===== config.mk =====
export PLATFORM = sky130hd
export DESIGN_NAME = pds_vert
export DESIGN_NICKNAME = d
export VERILOG_FILES = /design/src/hw/rtl/pds_pkg.sv /design/src/hw/rtl/pds_vert.sv
export SDC_FILE = /design/constraint.sdc
export NUM_CORES = 1
export LEC_CHECK = 0
export BUFFER_PORTS_ARGS = -buffer_cell sky130_fd_sc_hd__buf_2
export CELL_PAD_IN_SITES_DETAIL_PLACEMENT = 0
export CELL_PAD_IN_SITES_GLOBAL_PLACEMENT = 1
export CORE_MARGIN = 1
export CORE_UTILIZATION = 37
export CTS_CLUSTER_DIAMETER = 100
export DETAILED_ROUTE_END_ITERATION = 10
export PLACE_DENSITY_LB_ADDON = 0.1
export SLEW_MARGIN = 20
export SYNTH_ARGS = -nofsm -noshare
export SYNTH_HDL_FRONTEND = slang
export SYNTH_SLANG_ARGS = --single-unit

===== constraint.sdc =====
create_clock -name clk -period 3.1 [get_ports clk]
set_clock_uncertainty 0.1 [all_clocks]
set_input_delay 0.62 -clock clk [delete_from_list [all_inputs] [get_ports clk]]
set_output_delay 0.62 -clock clk [all_outputs]
set_load 0.02 [all_outputs]

===== src/hw/rtl/pds_pkg.sv =====
`timescale 1ns / 1ps
// -----------------------------------------------------------------------------
// pds_pkg
// Shared widths, defaults, register indexes and the stage control record for
// the 2x pyramid reduction block.
// -----------------------------------------------------------------------------
package pds_pkg;

  localparam int PIX_W     = 16;  // Q8.8 input sample
  localparam int HS_W      = 18;  // horizontal 1-2-1 sum
  localparam int OUT_W     = 20;  // Q8.12 result
  localparam int CFG_W     = 12;  // widest configuration register
  localparam int REG_IDX_W = 1;

  localparam int DEF_MAX_WIDTH    = 2048;
  localparam int DEF_MAX_HEIGHT   = 2048;
  localparam int RST_IMAGE_WIDTH  = 640;
  localparam int RST_IMAGE_HEIGHT = 480;
  localparam int MIN_SIZE         = 4;

  typedef enum logic [REG_IDX_W-1:0] {
    REG_IMAGE_WIDTH  = 1'b0,
    REG_IMAGE_HEIGHT = 1'b1
  } reg_idx_t;

  // Control travelling with a request from the front stage to the vertical stage
  typedef struct packed {
    logic emit;       // request yields a result
    logic wr_en;      // horizontal sum goes into a row buffer
    logic wr_odd;     // 1: odd row buffer, 0: even row buffer
    logic first_row;
    logic last_row;
    logic row_end;
    logic frame_end;
  } ctrl_t;

endpackage


===== src/hw/rtl/pds_vert.sv =====
`timescale 1ns / 1ps
// -----------------------------------------------------------------------------
// pds_vert
// Vertical 1-2-1 over buffered row sums, row buffer write-back and the
// output register.
// -----------------------------------------------------------------------------
module pds_vert #(
  parameter int AW = 10
) (
  input  logic                      clk,
  input  logic                      rst,
  input  logic                      s1_valid,
  input  logic [pds_pkg::HS_W-1:0]  s1_hs,
  input  logic [AW-1:0]             s1_addr,
  input  pds_pkg::ctrl_t            s1_ctrl,
  output logic                      s1_go,
  input  logic [pds_pkg::HS_W-1:0]  odd_q,
  input  logic [pds_pkg::HS_W-1:0]  even_q,
  output logic                      wr_en_odd,
  output logic                      wr_en_even,
  output logic [AW-1:0]             wr_addr,
  output logic [pds_pkg::HS_W-1:0]  wr_data,
  output logic                      out_valid,
  input  logic                      out_ready,
  output logic [pds_pkg::OUT_W-1:0] out_value,
  output logic                      row_end,
  output logic                      frame_end
);

  logic [pds_pkg::OUT_W-1:0] a;
  logic [pds_pkg::OUT_W-1:0] b;
  logic [pds_pkg::OUT_W-1:0] c;
  logic [pds_pkg::OUT_W-1:0] v;
  logic                      advance;

  assign s1_go   = !out_valid || out_ready;
  assign advance = s1_valid && s1_go;

  assign wr_en_odd  = advance && s1_ctrl.wr_en && s1_ctrl.wr_odd;
  assign wr_en_even = advance && s1_ctrl.wr_en && !s1_ctrl.wr_odd;
  assign wr_addr    = s1_addr;
  assign wr_data    = s1_hs;

  always_comb begin
    a = pds_pkg::OUT_W'(odd_q);   // row 2i-1
    b = pds_pkg::OUT_W'(even_q);  // row 2i, centre
    c = pds_pkg::OUT_W'(s1_hs);   // row 2i+1, current
    if (s1_ctrl.first_row) begin
      v = b + (b << 1) + c;
    end else if (s1_ctrl.last_row) begin
      v = a + b + (b << 1);
    end else begin
      v = a + (b << 1) + c;
    end
  end

  always_ff @(posedge clk) begin
    if (rst) begin
      out_valid <= 1'b0;
    end else if (s1_go) begin
      out_valid <= s1_valid && s1_ctrl.emit;
    end
  end

  always_ff @(posedge clk) begin
    if (advance && s1_ctrl.emit) begin
      out_value <= v;
      row_end   <= s1_ctrl.row_end;
      frame_end <= s1_ctrl.frame_end;
    end
  end

endmodule


==> impl_metrics.json <==
{
  "finalMaxSlewViolations": 0,
  "rsz0062_at_grt": "true",
  "syn-instance-count": 547,
  "grt_max_degree": 23,
  "cts_tree": "yes",
  "grt_pass1_vias": 5160,
  "required_ns": 3.02,
  "syn2layout_area_growth_pct": 49.3,
  "leakage_nw": 3.40,
  "die-area_um2": 14100,
  "worstPathCellList": "buf_8, buf_6, fa_1, ha_2, inv_2, fa_2, nand2b_4, a21oi_4, o32a_4, buf_4, a211oi_4, o21ai_2, mux2i_1, a221o_1",
  "overflow": 0,
  "p_total_mw": 3.39,
  "hp-class": "in -> reg",
  "dp_cells": 952,
  "wl_met1_um": 8420,
  "max-vdd-ir-drop_mv": 0.172,
  "slowest_delay_ns": 0.44,
  "synth_nets": 733,
  "yosysSeqAreaShare_pct": 13.5,
  "drcViolationCount": 0,
  "fin_crit_ns": 3.31,
  "die_y_um": 119,
  "clk_pin_slew_worst_paths_ns": 0.07,
  "switching_power_mw": 1.49,
  "wl_um": 17100,
  "synth_area_um2": 5030,
  "cts_sinks": 23,
  "rows": 42,
  "cts_root_buffer": "clkbuf_16",
  "layout_commonest_cell": "buf_4",
  "cp_max_fo": 3,
  "setup_viol": 10,
  "post-place-ws_ns": -0.659,
  "track_usage_pct": 24.3,
  "p_comb_share_pct": 79.3,
  "drv_cap": 0,
  "worst_pin_slew_ns": 0.602,
  "met3_length_um": 924,
  "hold_viol": 0,
  "nets": 981,
  "ys_ff_latch": 23,
  "setup_slack_ns": -0.215,
  "antenna_found_initial": 0,
  "drtPass1Iterations": 4,
  "antenna_cells": 0,
  "clockBufferDepth": 2,
  "regArea_um2": 681,
  "fillCellCount": 1230,
  "ys_async_sr_fraction_pct": 0,
  "p_per_area_nw_per_um2": 452,
  "vias": 5185,
  "final_cell_mix": "buf_4, buf_2, fa_1, ha_1, nor2_1",
  "fmax_ghz": 0.302,
  "cp-start-kind": "input port",
  "sw_frac_of_total_pct": 43.9,
  "ant_nets": 0,
  "pin_count": 129,
  "drive_above_1_share_pct": 46.9,
  "dpl.hpwl_um": 14200,
  "htreeDepth": 1,
  "avgSynthCellArea_um2": 9.20,
  "crit_path_top_delay_cell": "fa_1",
  "seqPwrFrac_pct": 12.1,
  "synth-edff-count": 22,
  "start_util_pct": 38.0,
  "grt_pass1_wl_um": 26700,
  "dr_wl_met2_um": 7570,
  "p_int_mw": 1.90,
  "die_w_um": 119,
  "top_layer": "met4",
  "max-slew-margin-rel_pct": 59.7,
  "violations": "setup timing",
  "crit_type": "in -> reg",
  "coreArea_um2": 13200,
  "io_buffer_count": 108,
  "synth_warnings": 0,
  "clockPowerShare_pct": 8.6,
  "period_share_pct": 107,
  "cts_buffers": 3,
  "place_congestion": 0.938,
  "cts_hold_buf": 0,
  "synth.distinct_cells": 61,
  "insertion_delay_ns": 0.27,
  "synthFlopType": "edfxtp_1",
  "post_drt_wl_per_cell_um": 17.6,
  "viasPerCell": 5.35,
  "fin_cells": 970,
  "end_kind": "flip-flop",
  "cp.arrival_ns": 3.24,
  "drtIter0Drc": 296,
  "status": "complete, but fails checks",
  "multi_input_area_um2": 4540
}
-- synthesized netlist by cell type (all sizes together) (7+ instances only) --
library cell | n | area, um2
a211o | 7 | 62.6
a21o | 15 | 113
xor2 | 14 | 123
xnor2 | 16 | 140
edfxtp | 22 | 661
inv | 14 | 52.6
nand2b | 10 | 62.6
o21ai | 36 | 180
nor3 | 10 | 50.1
fa | 54 | 1080
nand3 | 13 | 65.1
a211oi | 15 | 113
a21oi | 42 | 210
buf | 28 | 210
nor2 | 41 | 154
clkbuf | 12 | 45.0
o21a | 10 | 75.1
nand2 | 36 | 135
nor2b | 9 | 56.3
ha | 57 | 713
-- final timing paths --
path	startpoint	cells after the start	end	slack [ns]
max	even_q[0]	14	out_value[17]$_DFFE_PP_	-0.21
min	rst	2	out_valid$_SDFFE_PP0N_	0.41
max reg2reg	out_valid$_SDFFE_PP0N_	3	out_value[0]$_DFFE_PP_	1.74
min reg2reg	out_valid$_SDFFE_PP0N_	2	out_valid$_SDFFE_PP0N_	0.47
-- power groups by stage --
stage	registers [mW]	logic, mW	clock network (mW)
3_3_place_gp	0.416	2.30	0
2_1_floorplan	0.454	1.32	0
3_5_place_dp	0.416	2.32	0
6_report	0.409	2.69	0.292
5_1_grt	0.412	2.92	0.305
4_1_cts	0.409	2.45	0.296
-- critical path, delay by kind of cell --
kind	cells	cell delay (ns)
AO/OA/AOI/OAI	5	1.04
adder cells (fa/ha/maj)	3	0.88
buffers and inverters	4	0.41
multiplexers	1	0.13
AND/OR/NAND/NOR	1	0.15
-- metal layers --
layer	up-vias	GRT usage, %
met2	164	38.4
met5	-	0
met4	0	2.61
met1	2493	36.8
li1	2511	-
met3	17	2.17
-- final cells by class --
cell class | instances | share of cell area (%)
well taps | 176 | 2.93
flip-flops and latches | 23 | 9.06
clock buffers | 4 | 1.05
inverters | 14 | 0.700
multi-input cells | 470 | 60.4
repair buffers | 283 | 25.8
-- metrics by stage --
step	hold WS [ns]	util [%]	TNS, ns	area [um2]
2_1_floorplan	0.589	-	-0.376	5110
3_3_place_gp	0.422	51.6	-6.55	6840
3_5_place_dp	0.473	51.6	-6.84	6840
4_1_cts	0.410	53.8	-1.79	7120
5_1_grt	0.419	56.7	-2.30	7510
6_report	0.406	56.7	-1.29	7510
-- sequential cells by signal (all words and copies together) (netlist names) --
register	count
out_valid	1
frame_end	1
row_end	1
out_value	20
-- kinds of logic after synthesis --
group                      Yosys count  share of synthesized area [%]
buffers and inverters               54                           6.12
AOI/OAI and AO/OA                  176                           23.9
xor gates and xnor gates            30                           5.22
and+or+nand+nor                    146                           14.1
DFF                                 23                           13.5
adders and majority gates          111                           35.7
muxes                                7                           1.44
-- what timing repair did --
action,4_1_cts,5_1_grt
resized for setup,35,69
buffers inserted,7,9
pin swaps,20,50
setup endpoints to repair,14,14
No activity file was read; power rests on OpenSTA's default activity.
