**src/hw/rtl/pds_pkg.sv**
```systemverilog
`timescale 1ns / 1ps
// -----------------------------------------------------------------------------
// pds_pkg
// Shared widths, defaults, register indexes and the stage control record for
// the 2x pyramid reduction block.
// -----------------------------------------------------------------------------
package pds_pkg;

  localparam int PIX_W     = 16;  // Q8.8 input sample
  localparam int HS_W      = 18;  // horizontal 1-2-1 sum
  localparam int OUT_W     = 20;  // Q8.12 result
  localparam int CFG_W     = 12;  // widest configuration register
  localparam int REG_IDX_W = 1;

  localparam int DEF_MAX_WIDTH    = 2048;
  localparam int DEF_MAX_HEIGHT   = 2048;
  localparam int RST_IMAGE_WIDTH  = 640;
  localparam int RST_IMAGE_HEIGHT = 480;
  localparam int MIN_SIZE         = 4;

  typedef enum logic [REG_IDX_W-1:0] {
    REG_IMAGE_WIDTH  = 1'b0,
    REG_IMAGE_HEIGHT = 1'b1
  } reg_idx_t;

  // Control travelling with a request from the front stage to the vertical stage
  typedef struct packed {
    logic emit;       // request yields a result
    logic wr_en;      // horizontal sum goes into a row buffer
    logic wr_odd;     // 1: odd row buffer, 0: even row buffer
    logic first_row;
    logic last_row;
    logic row_end;
    logic frame_end;
  } ctrl_t;

endpackage

```
**src/hw/rtl/pds_front.sv**
```systemverilog
`timescale 1ns / 1ps
// -----------------------------------------------------------------------------
// pds_front
// Raster counters, pixel history and horizontal 1-2-1 sum; issues the row
// buffer read and holds the request in the stage register until taken.
// -----------------------------------------------------------------------------
module pds_front #(
  parameter int MAX_WIDTH  = pds_pkg::DEF_MAX_WIDTH,
  parameter int MAX_HEIGHT = pds_pkg::DEF_MAX_HEIGHT,
  localparam int SW = $clog2(MAX_WIDTH + 1),
  localparam int SH = $clog2(MAX_HEIGHT + 1),
  localparam int AW = $clog2(MAX_WIDTH / 2)
) (
  input  logic                      clk,
  input  logic                      rst,
  input  logic [pds_pkg::PIX_W-1:0] pixel,
  input  logic                      frame_start,
  input  logic                      in_valid,
  output logic                      in_ready,
  input  logic [SW-1:0]             img_w,
  input  logic [SH-1:0]             img_h,
  output logic                      rd_en,
  output logic [AW-1:0]             rd_addr,
  output logic                      s1_valid,
  output logic [pds_pkg::HS_W-1:0]  s1_hs,
  output logic [AW-1:0]             s1_addr,
  output pds_pkg::ctrl_t            s1_ctrl,
  input  logic                      s1_go
);

  localparam int CW = $clog2(MAX_WIDTH);
  localparam int RW = $clog2(MAX_HEIGHT);

  logic [CW-1:0]               col_count;
  logic [RW-1:0]               row_count;
  logic [pds_pkg::PIX_W-1:0]   prev0;
  logic [pds_pkg::PIX_W-1:0]   prev1;

  logic                        accept;
  logic [CW-1:0]               x_cur;
  logic [RW-1:0]               y_cur;
  logic [CW-2:0]               j_full;
  logic [SW-1:0]               j_ext;
  logic [SH-1:0]               i_ext;
  logic [SW-1:0]               ow;
  logic [SH-1:0]               oh;
  logic [SW-1:0]               x_inc;
  logic [SH-1:0]               y_inc;
  logic                        in_col;
  logic                        first_col;
  logic                        last_col;
  logic [pds_pkg::HS_W-1:0]    pa;
  logic [pds_pkg::HS_W-1:0]    pb;
  logic [pds_pkg::HS_W-1:0]    pc;
  logic [pds_pkg::HS_W-1:0]    hs;
  pds_pkg::ctrl_t              ctrl;

  assign in_ready = !s1_valid || s1_go;
  assign accept   = in_valid && in_ready;

  always_comb begin
    x_cur     = frame_start ? '0 : col_count;
    y_cur     = frame_start ? '0 : row_count;
    j_full    = x_cur[CW-1:1];
    j_ext     = SW'(j_full);
    i_ext     = SH'(y_cur[RW-1:1]);
    ow        = img_w >> 1;
    oh        = img_h >> 1;
    x_inc     = SW'(x_cur) + SW'(1);
    y_inc     = SH'(y_cur) + SH'(1);
    in_col    = x_cur[0] && (j_ext < ow);
    first_col = (j_ext == '0);
    last_col  = (j_ext == ow - SW'(1));

    pa = pds_pkg::HS_W'(prev1);
    pb = pds_pkg::HS_W'(prev0);
    pc = pds_pkg::HS_W'(pixel);
    // Missing neighbour at either edge is replaced by the centre
    if (first_col) begin
      hs = pb + (pb << 1) + pc;
    end else if (last_col) begin
      hs = pa + pb + (pb << 1);
    end else begin
      hs = pa + (pb << 1) + pc;
    end

    ctrl.wr_en     = in_col;
    ctrl.wr_odd    = y_cur[0];
    ctrl.emit      = in_col && y_cur[0] && (i_ext < oh);
    ctrl.first_row = (i_ext == '0);
    ctrl.last_row  = (i_ext == oh - SH'(1));
    ctrl.row_end   = last_col;
    ctrl.frame_end = last_col && ctrl.last_row;

    // Only odd columns use the buffers; two odd columns never follow back to back,
    // so a read never meets the pending write at the same entry.
    rd_en   = accept && x_cur[0];
    rd_addr = j_full[AW-1:0];
  end

  always_ff @(posedge clk) begin
    if (rst) begin
      col_count <= '0;
      row_count <= '0;
      prev0     <= '0;
      prev1     <= '0;
      s1_valid  <= 1'b0;
    end else begin
      if (in_ready) begin
        s1_valid <= in_valid;
      end
      if (accept) begin
        prev1 <= prev0;
        prev0 <= pixel;
        if (x_inc >= img_w) begin
          col_count <= '0;
          row_count <= (y_inc >= img_h) ? '0 : y_inc[RW-1:0];
        end else begin
          col_count <= x_inc[CW-1:0];
          row_count <= y_cur;
        end
      end
    end
  end

  always_ff @(posedge clk) begin
    if (accept) begin
      s1_hs   <= hs;
      s1_addr <= j_full[AW-1:0];
      s1_ctrl <= ctrl;
    end
  end

endmodule

```
**config.mk**
```make
export PLATFORM = sky130hd
export DESIGN_NAME = pds_front
export DESIGN_NICKNAME = d
export VERILOG_FILES = /design/src/hw/rtl/pds_pkg.sv /design/src/hw/rtl/pds_front.sv
export SDC_FILE = /design/constraint.sdc
export NUM_CORES = 1
export LEC_CHECK = 0
export BUFFER_PORTS_ARGS = -buffer_cell sky130_fd_sc_hd__buf_4
export CAP_MARGIN = 20
export CORE_MARGIN = 1.5
export CORE_UTILIZATION = 55
export CTS_BUF_LIST = sky130_fd_sc_hd__clkbuf_4 sky130_fd_sc_hd__clkbuf_8 sky130_fd_sc_hd__clkbuf_16
export DETAILED_ROUTE_END_ITERATION = 6
export GPL_TIMING_DRIVEN = 0
export MAX_ROUTING_LAYER = met4
export PLACE_DENSITY = 0.78
export RECOVER_POWER = 50
export SLEW_MARGIN = 15
export SYNTH_ARGS = -nofsm -noshare
export SYNTH_HDL_FRONTEND = slang
export SYNTH_SLANG_ARGS = --single-unit
```
**constraint.sdc**
```tcl
create_clock -name clk -period 2.92 [get_ports clk]
set_input_delay 0.146 -clock clk [delete_from_list [all_inputs] [get_ports clk]]
set_output_delay 0.146 -clock clk [all_outputs]
set_load 0.05 [all_outputs]
```
==> results <==
- The sequential cell area fraction in the yosys report is 24.84%.
- The adder and majority gate portion of the synthesized area is 25.36%.
- The commonest cells after synthesis are nand2_1 (113), ha_1 (98), a21oi_1 (87), xnor2_1 (60), dfxtp_1 (55).
- The arrival time of data at the critical path endpoint is 3500 ps.
- The required time of the critical path is 3200 ps.
- Detailed placement ended at an HPWL of 17400 µm.
- The final worst-path setup slack is -293.6 ps.
- The layer with the highest usage is met2.
- The die height is 128.5 µm.
- The count of port buffers added during placement is 91.
- The global-route wire length before repair is 37370 µm.
- Among all stages on the critical path, the largest delay is contributed by dfxtp_4.
- nand2_1 is the most common cell in the netlist.
- Of all flip-flops after synthesis, the portion carrying an async set or reset was 0%.
- The pre-antenna-repair detailed-routing pass consisted of 5 iterations.
- The mapped netlist covers 8665 µm².
- After detailed routing, the number of vias per cell comes to 6.042.
- The final clock skew is 7.673 ps.
- The total overflow left after global routing is 0.
- The maximum ir drop on the vdd rail is 284.5 µV.
- The share of cell area taken by muxes after synthesis is 1.964%.
- The cell count after synthesis is 973.
- Compared with the post-synthesis result, the final layout area differs by 27.08%.
- The number of hold buffers added after cts is 0.
- The total placed instance area is 9776 µm².
- The H-tree was split into 3 levels.
- In the global route stage, met2 resource usage came out at 47.31%.
- The final antenna-violating net count is 0.
- For this design the total switching power over the nets is 1.599 mW.
- In the finished design, the share of the clock period the worst path needs comes to 110.1%.
- The synthesized-area fraction occupied by ao, oa, aoi and oai cells is 16.90%.
- The source-to-sink clock delay at the later pin of the worst-skew pair is 360 ps.
- The fraction of post-synthesis cell area in the top cell type by area is 14.15%.
- The wire length per cell is 18.89 µm.
- The flow ran to the end, but the final reports show violations.
- The sequential cell fraction of total power is 34.4%.
- Across the run, the number of max-cap violations was 0.
- The number of antenna violations at the first check in global routing was 0.
- The kind of path behind the tightest hold check is in2reg.
- The share of total power dissipated in combinational logic is 38.4%.
- The library cell with the largest summed area after synthesis is ha_1.
- The clock sink total is 90.
- Ranked by total cell area, the synthesized netlist is headed by ha_1 (14%), dfxtp_1 (13%), edfxtp_1 (12%), fa_1 (11%), xnor2_1 (6.1%).
- Prior to clock tree synthesis, the placed netlist has a worst setup slack of -925.4 ps.
- The number of DRC violations after detailed-routing iteration 0 is 826.
- The number of warning messages in the yosys log is 0.
- The floorplan step defined a die boundary enclosing 16520 µm².
- Counting the buffers created by CTS gives 9.
- The overall power of the completed layout is 4.290 mW.
- In this run the worst path has a maximum fanout of 7.
- At the pin with the least slew margin, the transition time is 803.8 ps.
- The total wirelength of the detailed-routed design is 25050 µm.
- Setup repair after global routing could not meet its margin everywhere.
- The clock-pin slew of the registers on the worst-case setup and hold paths is 70 ps.
- Counting instances, the worst hold path has a depth of 3.
- The total global routing track utilization is 29.75%.
- The switching portion of total power is 37.27%.
- The tightest hold path in the finished design has a slack of 39.37 ps.
- In the final layout, the share of cells above drive strength 1 is 27.17%.
- The final weighted congestion in routability-driven placement is 0.9221.
- The effective utilization at floorplan is 56.58%.
- The max-slew headroom at the worst pin is 46.41%.
- The signal on the critical path passes through nand2_4 -> inv_4 -> ha_4 -> and3_4 -> nand3_4 -> nor2_4 -> nand4_1 -> xnor2_2 -> ha_1 -> nand4_1 -> nor3_2 -> a21oi_2 -> o21a_1 -> buf_6 -> o41ai_2 -> o21ai_1 -> a21oi_1.
- Power spread over the standard cell area amounts to 389.6 nW/µm².
- The parity-gate share of the synthesized area counting xor and xnor cells is 8.361%.
- The synthesized netlist devotes 18.27% of its cell area to simple gates.
- Based on the critical path, the design can be clocked at up to 311.2 MHz.
- Each instance of the synthesized netlist takes up on average 8.905 µm².
- On the worst path, the slowest cell contributes a delay of 360 ps.
- For this run, global-route usage on met1 was measured as 39.76%.
- The via count of the first global-routing pass was 7464.
- The number of nets produced by synthesis is 1164.
- Setup violations remaining at the end of the flow were counted as 28.
- The number of antenna diodes in the final layout is 0.
- For the final routed database, the setup TNS stands at -4158 ps.
- After detailed routing, the number of remaining DRC violations is 0.
- The worst reg2reg path depth is 17.
- The worst path in the final design needs a cycle of 3214 ps, including I/O delays and setup.
- Once layout is done, the placed cells without fillers occupy 11010 µm².
- The clock share of power is 27.2%.
- After the last flow step, the layout net total stands at 1301.
- The cell leakage power is 4.769 nW.
- Pin placement for this block handled 93 I/O pins.
- The number of enable-type register cells in the synthesized netlist is 35.
- The area of the placeable core is 15310 µm².
- By instance count, the cell type seen most on the critical path is nand4_1.
- The met3 usage in global routing is 3.742%.
- The cell chosen for the clock root is clkbuf_16.
- The kind of critical path is reg2reg.
- The largest family of logic cells by synthesized area is adder cells.
- The count of unique library cells instantiated by Yosys is 72.
- The number of core rows is 45.
- Measured along the x axis, the die boundary spans 128.5 µm.
- After synthesis the netlist holds a flip-flop and latch count of 90.
- Entering global routing, the biggest net connects 29 pins.
- The clock passes through at most 2 buffers.
- The final reports fail on setup timing.
- STA classifies the critical path startpoint as a flip-flop.
- The hold violation count in the final report was 0.
- The number of slew-limit violations in the final report is 0.
- The worst setup path is captured at a flip-flop.
- The filler cell count in the final layout is 1115.
- Cell internal power was estimated by the tool at 2.691 mW.
- The routed layout has 8012 vias.
- TritonCTS built the clock tree.
- The most used flip-flop cell after synthesis is dfxtp_1.
worst paths after layout:
kind / from / to / slack (ps)
setup / recovery: col_count[0] / row_count[2] / -290
hold / removal: in_valid / s1_valid / 40
setup reg to reg: col_count[0] / row_count[2] / -290
hold reg to reg: col_count[10] / col_count[10] / 490
cell type report:
type,instances,area [µm²],share of cell area (%)
inverters,50,196.4,1.784
repair buffers,127,998.5,9.068
plain buffers,36,201.4,1.830
clock buffers,11,252.7,2.295
multi-input cells,796,6860,62.31
flip-flops and latches,90,2202,20.00
well taps,211,264.0,2.398
clock inverters,5,35.03,0.3182
power by group through the flow:
stage               clock network (mW)  logic (mW)  registers, mW
CTS                               1.17        1.51           1.48
floorplan                            0       0.814           1.70
global placement                     0        1.39           1.51
global route                      1.21        1.77           1.49
finish                            1.16        1.65           1.48
detailed placement                   0        1.42           1.51
layer usage:
metal / wire, µm / up-vias
li1: - / 3768
met1: 11040 / 3845
met2: 11860 / 352
met3: 1565 / 47
met4: 588 / 0
met5: 0 / -
critical path, delay by kind of cell, from the launching register on:
| family | cells | cell delay (ps) |
|---|---|---|
| adder cells (fa/ha/maj) | 2 | 460 |
| XOR/XNOR | 1 | 190 |
| buffers and inverters | 2 | 240 |
| AND/OR/NAND/NOR | 7 | 1060 |
| AO/OA/AOI/OAI | 5 | 810 |
| flip-flops | 1 | 360 |
cells in the final DEF, fill, tap and decap left out, types with 5 or more instances in the layout:
cell / n
nand3_2: 9
ha_1: 81
fa_1: 41
o21a_1: 11
buf_4: 122
o21ai_0: 27
nand2b_1: 8
edfxtp_1: 35
xor2_1: 16
xnor2_2: 7
clkbuf_1: 21
dfxtp_1: 37
mux2i_1: 17
nor3_2: 7
and3_1: 9
a21oi_2: 11
o21ai_1: 17
nand3_1: 27
ha_4: 12
fa_2: 7
nand4_1: 13
a21oi_1: 75
dfxtp_2: 7
buf_6: 10
nor2b_1: 16
xnor2_1: 54
a211o_1: 5
a221oi_2: 7
inv_1: 44
a21o_1: 13
nor3_1: 22
dfxtp_4: 11
o21ai_2: 7
clkbuf_16: 10
ha_2: 5
o21bai_1: 14
nor2_1: 46
nand2_1: 111
per-stage QoR:
| step | instances | util, % |
|---|---|---|
| 3_3_place_gp | 1275 | 63.69 |
| 4_1_cts | 1312 | 68.71 |
| 5_1_grt | 1326 | 71.90 |
| 6_report | 1326 | 71.90 |
| 2_1_floorplan | 973 | - |
| 3_5_place_dp | 1276 | 63.83 |
flip-flops by register name (all words and copies together), names as in the netlist:
signal,count
s1_hs,18
prev0,16
prev1,16
col_count,11
row_count,11
s1_addr,10
s1_ctrl,7
s1_valid,1
timing repair:
item | 4_1_cts | 5_1_grt
cloned | 0 | 1
resized for setup | 75 | 75
buffers inserted | 23 | 15
setup endpoints to repair | 33 | 36
pin swaps | 35 | 57
cell families after synthesis:
group	after synthesis
multiplexers	17
adder cells (fa/ha/maj)	147
buffers and inverters	87
AO/OA/AOI/OAI	235
flip-flops	90
XOR/XNOR	81
AND/OR/NAND/NOR	316
No activity file was read; power rests on OpenSTA's default activity.
